===== src/rtl/infix_to_postfix_converter_macros.svh =====
`ifndef INFIX_TO_POSTFIX_CONVERTER_MACROS_SVH
`define INFIX_TO_POSTFIX_CONVERTER_MACROS_SVH

// Property that must hold at every clock edge outside reset.
`define ITP_ASSERT(lbl, prop, msg) \
  lbl: assert property (@(posedge clk_i) disable iff (!rst_ni) (prop)) else $error(msg);

// Property whose consequent must hold in the cycle after its antecedent.
`define ITP_ASSERT_NEXT(lbl, pre, post, msg) \
  lbl: assert property (@(posedge clk_i) disable iff (!rst_ni) (pre) |=> (post)) \
    else $error(msg);

`endif


===== src/rtl/itp_pkg.sv =====
package itp_pkg;

  localparam int unsigned STACK_DEPTH = 32;
  localparam int unsigned SP_W        = $clog2(STACK_DEPTH + 1);
  localparam int unsigned MEM_DEPTH   = STACK_DEPTH - 1;
  localparam int unsigned MEM_AW      = (MEM_DEPTH > 1) ? $clog2(MEM_DEPTH) : 1;

  localparam logic [3:0] OP_EQ  = 4'd0;
  localparam logic [3:0] OP_NE  = 4'd1;
  localparam logic [3:0] OP_LT  = 4'd2;
  localparam logic [3:0] OP_LE  = 4'd3;
  localparam logic [3:0] OP_GT  = 4'd4;
  localparam logic [3:0] OP_GE  = 4'd5;
  localparam logic [3:0] OP_OR  = 4'd6;
  localparam logic [3:0] OP_AND = 4'd7;
  localparam logic [3:0] OP_ADD = 4'd8;
  localparam logic [3:0] OP_SUB = 4'd9;
  localparam logic [3:0] OP_MUL = 4'd10;
  localparam logic [3:0] OP_DIV = 4'd11;
  localparam logic [3:0] OP_NOT = 4'd12;

  typedef enum logic [2:0] {
    OPC_OPERAND  = 3'd0,
    OPC_LPAREN   = 3'd1,
    OPC_RPAREN   = 3'd2,
    OPC_OPERATOR = 3'd3,
    OPC_END      = 3'd4
  } itp_opcode_e;

  typedef enum logic [1:0] {
    KIND_OPERAND  = 2'd0,
    KIND_OPERATOR = 2'd1,
    KIND_END      = 2'd2,
    KIND_ERROR    = 2'd3
  } itp_kind_e;

  typedef enum logic {
    ST_IDLE,
    ST_RUN
  } itp_state_e;

  typedef struct packed {
    logic        lp;
    logic [3:0]  op;
    logic [15:0] tag;
  } itp_entry_t;

  typedef struct packed {
    logic [2:0] opcode;
    logic       op_ok;
    logic       empty;
    logic       full;
    logic       top_lp;
    logic       top_yields;
    logic       nxt_lp;
    logic       nxt_yields;
    logic       out_free;
  } itp_stat_t;

  typedef struct packed {
    logic      load;
    logic      emit;
    itp_kind_e kind;
    logic      from_top;
    logic      last;
    logic      pop;
    logic      push;
    logic      clear;
  } itp_cmd_t;

  function automatic logic [2:0] itp_prec(input logic [3:0] op);
    logic [2:0] p;
    p = 3'd0;
    case (op)
      OP_EQ, OP_NE, OP_LT, OP_LE, OP_GT, OP_GE: p = 3'd1;
      OP_OR:                                    p = 3'd2;
      OP_AND:                                   p = 3'd3;
      OP_ADD, OP_SUB:                           p = 3'd4;
      OP_MUL, OP_DIV:                           p = 3'd5;
      OP_NOT:                                   p = 3'd6;
      default:                                  p = 3'd0;
    endcase
    return p;
  endfunction

endpackage


===== src/rtl/infix_to_postfix_converter.sv =====
// Channel   Dir  tuser           tdata                              tlast
// s_axis    in   opcode [2:0]    operator_code [3:0], token_tag     -
// m_axis    out  out_kind [1:0]  out_operator_code [3:0], out_tag   last
//
// Each word is accepted in ST_IDLE, then run in ST_RUN one stack step at a time: an
// operand or a push is a single step, a word that pops k entries takes at most k + 1 steps.
// One stack step per cycle: the top-of-stack register and one stack read/write.
// Reset empties the stack; stack contents need no clearing.
// A stalled m_axis holds the engine; a new word is taken while a result waits.

module infix_to_postfix_converter
  import itp_pkg::*;
(
  input  logic        clk_i,
  input  logic        rst_ni,
  input  logic        s_axis_tvalid_i,
  output logic        s_axis_tready_o,
  input  logic [23:0] s_axis_tdata_i,  // operator_code [3:0], token_tag [19:4], zero pad
  input  logic [2:0]  s_axis_tuser_i,  // opcode [2:0]
  output logic        m_axis_tvalid_o,
  input  logic        m_axis_tready_i,
  output logic [23:0] m_axis_tdata_o,  // out_operator_code [3:0], out_token_tag [19:4], pad
  output logic [1:0]  m_axis_tuser_o,  // out_kind [1:0]
  output logic        m_axis_tlast_o
);

  itp_cmd_t    cmd;
  itp_stat_t   stat;
  itp_kind_e   out_kind;
  logic [3:0]  out_op;
  logic [15:0] out_tag;

  itp_ctrl u_ctrl (
    .clk_i      (clk_i),
    .rst_ni     (rst_ni),
    .s_tvalid_i (s_axis_tvalid_i),
    .s_tready_o (s_axis_tready_o),
    .stat_i     (stat),
    .cmd_o      (cmd)
  );

  itp_dp u_dp (
    .clk_i               (clk_i),
    .rst_ni              (rst_ni),
    .in_opcode_i         (s_axis_tuser_i),
    .in_operator_code_i  (s_axis_tdata_i[3:0]),
    .in_token_tag_i      (s_axis_tdata_i[19:4]),
    .cmd_i               (cmd),
    .stat_o              (stat),
    .out_valid_o         (m_axis_tvalid_o),
    .out_ready_i         (m_axis_tready_i),
    .out_kind_o          (out_kind),
    .out_operator_code_o (out_op),
    .out_token_tag_o     (out_tag),
    .out_last_o          (m_axis_tlast_o)
  );

  assign m_axis_tdata_o = {4'd0, out_tag, out_op};
  assign m_axis_tuser_o = out_kind;

endmodule


===== src/rtl/itp_ctrl.sv =====
`include "infix_to_postfix_converter_macros.svh"

module itp_ctrl
  import itp_pkg::*;
(
  input  logic      clk_i,
  input  logic      rst_ni,
  input  logic      s_tvalid_i,
  output logic      s_tready_o,
  input  itp_stat_t stat_i,
  output itp_cmd_t  cmd_o
);

  itp_state_e state_q, state_d;
  logic       done;

  always_ff @(posedge clk_i or negedge rst_ni) begin
    if (!rst_ni) begin
      state_q <= ST_IDLE;
    end else begin
      state_q <= state_d;
    end
  end

  always_comb begin
    state_d = state_q;
    unique case (state_q)
      ST_IDLE: begin
        if (s_tvalid_i) state_d = ST_RUN;
      end
      ST_RUN: begin
        if (done) state_d = ST_IDLE;
      end
      default: state_d = ST_IDLE;
    endcase
  end

  always_comb begin
    cmd_o      = '0;
    cmd_o.kind = KIND_OPERAND;
    done       = 1'b0;
    s_tready_o = 1'b0;
    unique case (state_q)
      ST_IDLE: begin
        s_tready_o = 1'b1;
        cmd_o.load = s_tvalid_i;
      end
      ST_RUN: begin
        unique case (stat_i.opcode)
          OPC_OPERAND: begin
            if (stat_i.out_free) begin
              cmd_o.emit = 1'b1;
              cmd_o.kind = KIND_OPERAND;
              cmd_o.last = 1'b1;
              done       = 1'b1;
            end
          end
          OPC_LPAREN: begin
            if (!stat_i.full) begin
              cmd_o.push = 1'b1;
              done       = 1'b1;
            end else if (stat_i.out_free) begin
              cmd_o.emit  = 1'b1;
              cmd_o.kind  = KIND_ERROR;
              cmd_o.last  = 1'b1;
              cmd_o.clear = 1'b1;
              done        = 1'b1;
            end
          end
          OPC_RPAREN: begin
            if (stat_i.empty) begin
              if (stat_i.out_free) begin
                cmd_o.emit  = 1'b1;
                cmd_o.kind  = KIND_ERROR;
                cmd_o.last  = 1'b1;
                cmd_o.clear = 1'b1;
                done        = 1'b1;
              end
            end else if (stat_i.top_lp) begin
              cmd_o.pop = 1'b1;
              done      = 1'b1;
            end else if (stat_i.out_free) begin
              cmd_o.emit     = 1'b1;
              cmd_o.kind     = KIND_OPERATOR;
              cmd_o.from_top = 1'b1;
              cmd_o.last     = stat_i.nxt_lp;
              cmd_o.pop      = 1'b1;
            end
          end
          OPC_OPERATOR: begin
            if (!stat_i.op_ok) begin
              if (stat_i.out_free) begin
                cmd_o.emit  = 1'b1;
                cmd_o.kind  = KIND_ERROR;
                cmd_o.last  = 1'b1;
                cmd_o.clear = 1'b1;
                done        = 1'b1;
              end
            end else if (!stat_i.empty && stat_i.top_yields) begin
              if (stat_i.out_free) begin
                cmd_o.emit     = 1'b1;
                cmd_o.kind     = KIND_OPERATOR;
                cmd_o.from_top = 1'b1;
                cmd_o.last     = !stat_i.nxt_yields;
                cmd_o.pop      = 1'b1;
              end
            end else if (!stat_i.full) begin
              cmd_o.push = 1'b1;
              done       = 1'b1;
            end else if (stat_i.out_free) begin
              cmd_o.emit  = 1'b1;
              cmd_o.kind  = KIND_ERROR;
              cmd_o.last  = 1'b1;
              cmd_o.clear = 1'b1;
              done        = 1'b1;
            end
          end
          OPC_END: begin
            if (stat_i.out_free) begin
              cmd_o.emit = 1'b1;
              if (stat_i.empty) begin
                cmd_o.kind = KIND_END;
                cmd_o.last = 1'b1;
                done       = 1'b1;
              end else if (stat_i.top_lp) begin
                cmd_o.kind  = KIND_ERROR;
                cmd_o.last  = 1'b1;
                cmd_o.clear = 1'b1;
                done        = 1'b1;
              end else begin
                cmd_o.kind     = KIND_OPERATOR;
                cmd_o.from_top = 1'b1;
                cmd_o.pop      = 1'b1;
              end
            end
          end
          default: begin
            if (stat_i.out_free) begin
              cmd_o.emit  = 1'b1;
              cmd_o.kind  = KIND_ERROR;
              cmd_o.last  = 1'b1;
              cmd_o.clear = 1'b1;
              done        = 1'b1;
            end
          end
        endcase
      end
      default: begin
        s_tready_o = 1'b0;
      end
    endcase
  end

  `ITP_ASSERT_NEXT(a_done_idle, done, state_q == ST_IDLE,
                   "item still running after it completed")

endmodule


===== src/rtl/itp_dp.sv =====
`include "infix_to_postfix_converter_macros.svh"

module itp_dp
  import itp_pkg::*;
(
  input  logic        clk_i,
  input  logic        rst_ni,
  input  logic [2:0]  in_opcode_i,
  input  logic [3:0]  in_operator_code_i,
  input  logic [15:0] in_token_tag_i,
  input  itp_cmd_t    cmd_i,
  output itp_stat_t   stat_o,
  output logic        out_valid_o,
  input  logic        out_ready_i,
  output itp_kind_e   out_kind_o,
  output logic [3:0]  out_operator_code_o,
  output logic [15:0] out_token_tag_o,
  output logic        out_last_o
);

  logic [2:0]  opcode_q;
  logic [3:0]  opc_q;
  logic [15:0] tag_q;

  logic [SP_W-1:0]   sp_q, sp_d;
  itp_entry_t        top_q, top_d;
  itp_entry_t        mem_q [MEM_DEPTH];
  itp_entry_t        nxt;
  itp_entry_t        new_entry;
  logic [MEM_AW-1:0] wr_addr, rd_addr;
  logic [SP_W-1:0]   sp_m1, sp_m2;
  logic [2:0]        item_prec;
  logic              sp_ge2;
  logic              out_free;

  logic              out_valid_q;
  itp_kind_e         out_kind_q;
  logic [3:0]        out_op_q;
  logic [15:0]       out_tag_q;
  logic              out_last_q;

  always_ff @(posedge clk_i) begin
    if (cmd_i.load) begin
      opcode_q <= in_opcode_i;
      opc_q    <= in_operator_code_i;
      tag_q    <= in_token_tag_i;
    end
  end

  assign sp_m1   = sp_q - SP_W'(1);
  assign sp_m2   = sp_q - SP_W'(2);
  assign wr_addr = sp_m1[MEM_AW-1:0];
  assign rd_addr = sp_m2[MEM_AW-1:0];
  assign nxt     = mem_q[rd_addr];
  assign sp_ge2  = sp_q > SP_W'(1);

  assign item_prec = itp_prec(opc_q);
  assign out_free  = !out_valid_q || out_ready_i;

  always_comb begin
    new_entry.lp  = (opcode_q == OPC_LPAREN);
    new_entry.op  = (opcode_q == OPC_LPAREN) ? 4'd0 : opc_q;
    new_entry.tag = tag_q;
  end

  always_comb begin
    stat_o.opcode     = opcode_q;
    stat_o.op_ok      = opc_q <= OP_NOT;
    stat_o.empty      = sp_q == '0;
    stat_o.full       = sp_q == SP_W'(STACK_DEPTH);
    stat_o.top_lp     = top_q.lp;
    stat_o.top_yields = !top_q.lp && (item_prec <= itp_prec(top_q.op));
    stat_o.nxt_lp     = sp_ge2 && nxt.lp;
    stat_o.nxt_yields = sp_ge2 && !nxt.lp && (item_prec <= itp_prec(nxt.op));
    stat_o.out_free   = out_free;
  end

  always_comb begin
    sp_d  = sp_q;
    top_d = top_q;
    priority if (cmd_i.clear) begin
      sp_d = '0;
    end else if (cmd_i.push) begin
      sp_d  = sp_q + SP_W'(1);
      top_d = new_entry;
    end else if (cmd_i.pop) begin
      sp_d = sp_m1;
      if (sp_ge2) top_d = nxt;
    end
  end

  always_ff @(posedge clk_i or negedge rst_ni) begin
    if (!rst_ni) begin
      sp_q <= '0;
    end else begin
      sp_q <= sp_d;
    end
  end

  always_ff @(posedge clk_i) begin
    top_q <= top_d;
    if (cmd_i.push && (sp_q != '0)) mem_q[wr_addr] <= top_q;
  end

  always_ff @(posedge clk_i or negedge rst_ni) begin
    if (!rst_ni) begin
      out_valid_q <= 1'b0;
    end else if (cmd_i.emit) begin
      out_valid_q <= 1'b1;
    end else if (out_ready_i) begin
      out_valid_q <= 1'b0;
    end
  end

  always_ff @(posedge clk_i) begin
    if (cmd_i.emit) begin
      out_kind_q <= cmd_i.kind;
      out_op_q   <= cmd_i.from_top ? top_q.op : 4'd0;
      out_tag_q  <= cmd_i.from_top ? top_q.tag : tag_q;
      out_last_q <= cmd_i.last;
    end
  end

  assign out_valid_o         = out_valid_q;
  assign out_kind_o          = out_kind_q;
  assign out_operator_code_o = out_op_q;
  assign out_token_tag_o     = out_tag_q;
  assign out_last_o          = out_last_q;

  `ITP_ASSERT(a_sp_range, sp_q <= SP_W'(STACK_DEPTH), "stack pointer beyond depth")
  `ITP_ASSERT(a_emit_free, !cmd_i.emit || out_free, "word overwritten before taken")
  `ITP_ASSERT(a_push_room, !cmd_i.push || (sp_q != SP_W'(STACK_DEPTH)), "push on full stack")
  `ITP_ASSERT(a_pop_data, !cmd_i.pop || (sp_q != '0), "pop on empty stack")

endmodule


===== config.mk =====
export PLATFORM = sky130hd
export DESIGN_NAME = infix_to_postfix_converter
export DESIGN_NICKNAME = d
export VERILOG_FILES = /design/src/rtl/itp_pkg.sv /design/src/rtl/infix_to_postfix_converter.sv /design/src/rtl/itp_ctrl.sv /design/src/rtl/itp_dp.sv
export VERILOG_INCLUDE_DIRS = /design/src /design/src/rtl
export SDC_FILE = /design/constraint.sdc
export NUM_CORES = 1
export LEC_CHECK = 0
export ABC_AREA = 1
export BUFFER_PORTS_ARGS = -buffer_cell sky130_fd_sc_hd__buf_2
export CORE_ASPECT_RATIO = 2
export CORE_UTILIZATION = 25
export DETAILED_ROUTE_END_ITERATION = 8
export PLACE_DENSITY_LB_ADDON = 0.12
export SLEW_MARGIN = 20
export SYNTH_ARGS = -nofsm -noshare
export SYNTH_HDL_FRONTEND = slang
export SYNTH_HIERARCHICAL = 1
export SYNTH_SLANG_ARGS = --single-unit
export TNS_END_PERCENT = 5

===== constraint.sdc =====
create_clock -name clk_i -period 4.87 [get_ports clk_i]
set_input_delay 0.2435 -clock clk_i [delete_from_list [all_inputs] [get_ports clk_i]]
set_output_delay 0.2435 -clock clk_i [all_outputs]
set_load 0.02 [all_outputs]

==> flow_summary.ini <==
[power_and_ir_drop]
ir_drop_v = 0.000331
p_per_area_mw_per_mm2 = 591
cellLeakagePower_nw = 11.6

[hold_path]
min-delay-start = m_axis_tready_i
min_to = u_dp/out_valid_o
whs_path_depth = 4
hold_path.class = in2reg

[logic_synthesis]
synth_fa_ha_area_frac = 0.00543
ys_ff_latch = 732
syn_area_mm2 = 0.0300
synth_xor_area_frac = 0.00259
synth_cell_types = 46
syn-mean-instance-area_um2 = 12.5
synthTopCellsByArea = edfxtp_1 (72%), o21ai_0 (4.9%), nand2_1 (4.2%)
yosys.area.top_type = edfxtp_1
ys_async_sr_fraction = 0.0109
ys_warn_count = 6
synth_mux_area_frac = 0.000668
syn_inst = 2393
synth_top_area_frac = 0.720
synth_simple_gate_area_share = 0.113
ys_top_cells_by_count = edfxtp_1 (718), nand2_1 (333), nor2_1 (309)
synth-main-ff-cell = edfxtp_1
synth_edf_count = 718
yosysSeqAreaShare = 0.730
yosysMostFrequentCell = edfxtp_1
synth_top_family_by_area = simple AND/OR/NAND/NOR gates
synth_compound_area_frac = 0.106

[floorplanning]
io_pins = 60
dieArea_mm2 = 0.121
die_y_um = 492
coreArea_mm2 = 0.119
die_width_um = 247
start_util = 0.252
row_count = 179

[placed_design]
numPortBuffers = 51
place_ws_ns = 0.781
hpwlAfterDp_mm = 50.7
placed_area_mm2 = 0.0321
gp_congestion = 0.776

[clock_network]
cts_root_buf = clkbuf_16
cts_made_buffers = 68
clock_path_buffers = 3
cts.sink_count = 732
h-tree-depth = 3
clk_pin_slew_worst_paths_ns = 0.07
clk_latency_ns = 0.63
cts_tree = built
cts_setup_buffers = 0

[setup_path]
rrSetupSlack_ns = 0.83
cp_max_fo = 16
crit_type = reg2reg
worstPathArrival_ns = 4.36
rr_endpoint = u_dp/mem_q[14][14]
worstRegToRegCells = 16
critPathLaunchType = flip-flop
r2r_start = u_dp/sp_q[1]
cp-end-kind = flip-flop
cp_data_required_time_ns = 5.20

[grt]
top_usage_layer = met2
gr-usage-met2 = 0.267
grt_max_degree = 179
grt_usage = 0.142
met1_usage = 0.165
use_met3 = 0.0176
grt_pass1_wl_mm = 128
grt_pass1_vias = 19407
antenna_found_initial = 1
grt_overflow = 0

[sta]
slew_viol_final = 0
maxSlewHeadroom = 0.296
timing_hold_violations_final = 0
final-setup-viol-count = 0
setup_slack_ns = 0.834
fin_crit_ns = 4.04
setup_tns_ns = 0
max_freq_mhz = 248
fin_crit_sh = 0.829
skew_ns = 0.0193
rsz0062_at_grt = false
worstMarginPinSlew_ns = 1.06
holdWs_ns = 0.171

[detailed_routing]
vias_per_cell = 4.60
num_vias = 18637
ant_nets = 0
wl_mm = 85.3
avgRoutedWirePerCell_um = 21.1
drcViolationCount = 2
drt_iter0_drc = 1259
drtPass1Iterations = 9

[layout]
final_core_util = 0.292
design_area_mm2 = 0.0347
synthToLayoutAreaGrowth_pct = 15.9
drive_above_1_share = 0.116
fin_nets = 2501

[run]
max-cap-violations = 0

[outcome]
status = finished, violations left
violations = design-rule violations
critical path: stages (launching register included):
cell and delay (ns):
dfrtp_4 0.49, inv_4 0.08, ha_1 0.24, nand2_1 0.08, nor2_1 0.13, inv_1 0.10, nor2_1 0.37, inv_1 0.16
nand2_1 0.16, a21oi_1 0.09, nor4_2 0.15, buf_4 0.23, o21ai_0 0.12, inv_1 0.13, nand2_1 0.31, nor2_2 0.60
buf_12 0.26
area by class of cell:
class                           count  area [um2]
Clock inverter                     43         390
Sequential cell                   732       21900
Multi-Input combinational cell   1403        6950
Tap cell                         1538        1920
Clock buffer                       79        1810
Inverter                          106         410
Timing Repair Buffer              146        1360
Antenna cell                        1        2.50
Fill cell                       12028       84200
worst max path at each step:
stage                     cells past startpoint                 end          from
after floorplan                              19   u_dp/mem_q[10][0]  u_dp/sp_q[0]
after global placement                       16  u_dp/mem_q[15][10]  u_dp/sp_q[1]
after detailed placement                     16  u_dp/mem_q[14][10]  u_dp/sp_q[1]
after CTS                                    16  u_dp/mem_q[14][14]  u_dp/sp_q[1]
after global routing                         16  u_dp/mem_q[14][14]  u_dp/sp_q[1]
final                                        16  u_dp/mem_q[14][14]  u_dp/sp_q[1]
through the flow:
stage | total power, mW | cells
final | 20.5 | 4048
after floorplan | 12.7 | 2396
after global placement | 15.3 | 3890
after global routing | 21.8 | 4048
after CTS | 20.8 | 4041
after detailed placement | 15.3 | 3893
cell usage in the layout, fill, tap and decap left out, types with 44 or more instances in the layout:
| master | netlist | layout |
|---|---|---|
| o22ai_1 | 67 | 67 |
| nand2_1 | 333 | 333 |
| buf_4 | 23 | 44 |
| a21oi_1 | 63 | 62 |
| nor2_1 | 309 | 277 |
| buf_2 | 51 | 51 |
| nand3_1 | 156 | 156 |
| inv_1 | 102 | 99 |
| clkbuf_16 | 0 | 71 |
| o21ai_0 | 296 | 296 |
| edfxtp_1 | 718 | 718 |
flip-flops by register name, summed over array words and instances (netlist names), named ones only:
register,flops
u_dp/out_token_tag_o,16
u_dp/opc_q,4
u_dp/mem_q,651
u_dp/out_last_o,1
u_dp/opcode_q,3
u_dp/item_prec,3
u_dp/stat_o,1
u_dp/out_kind_o,2
u_dp/out_valid_o,1
u_ctrl/state_q,1
u_dp/tag_q,16
u_dp/sp_q,6
u_dp/top_q,20
u_dp/out_operator_code_o,4
power breakdown:
| group | switching, mW | internal (mW) | leakage (nW) |
|---|---|---|---|
| combinational | 4.81 | 1.89 | 3.94 |
| clock | 2.45 | 2.96 | 1.06 |
| sequential | 0.478 | 7.95 | 6.62 |
routing by layer:
layer / vias up / part of all wire / wire length (um)
met5: - / 0 / 0
met4: 0 / 0.020 / 1670
met3: 92 / 0.027 / 2330
met2: 293 / 0.55 / 46800
met1: 9445 / 0.41 / 34600
li1: 8807 / - / -
timing repair:
action	in CTS	in global routing
hold endpoints to repair	35	0
hold buffers	26	0
resized for setup	0	0
cell families (layout without fill, tap and decap cells):
family,after synthesis,in the layout
other,1,5
flip-flops,732,732
buffers and inverters,261,374
AO/OA/AOI/OAI,553,553
adder cells (fa/ha/maj),13,13
XOR/XNOR,5,5
multiplexers,2,2
AND/OR/NAND/NOR,826,826
Power figures use the tool's default switching activity.
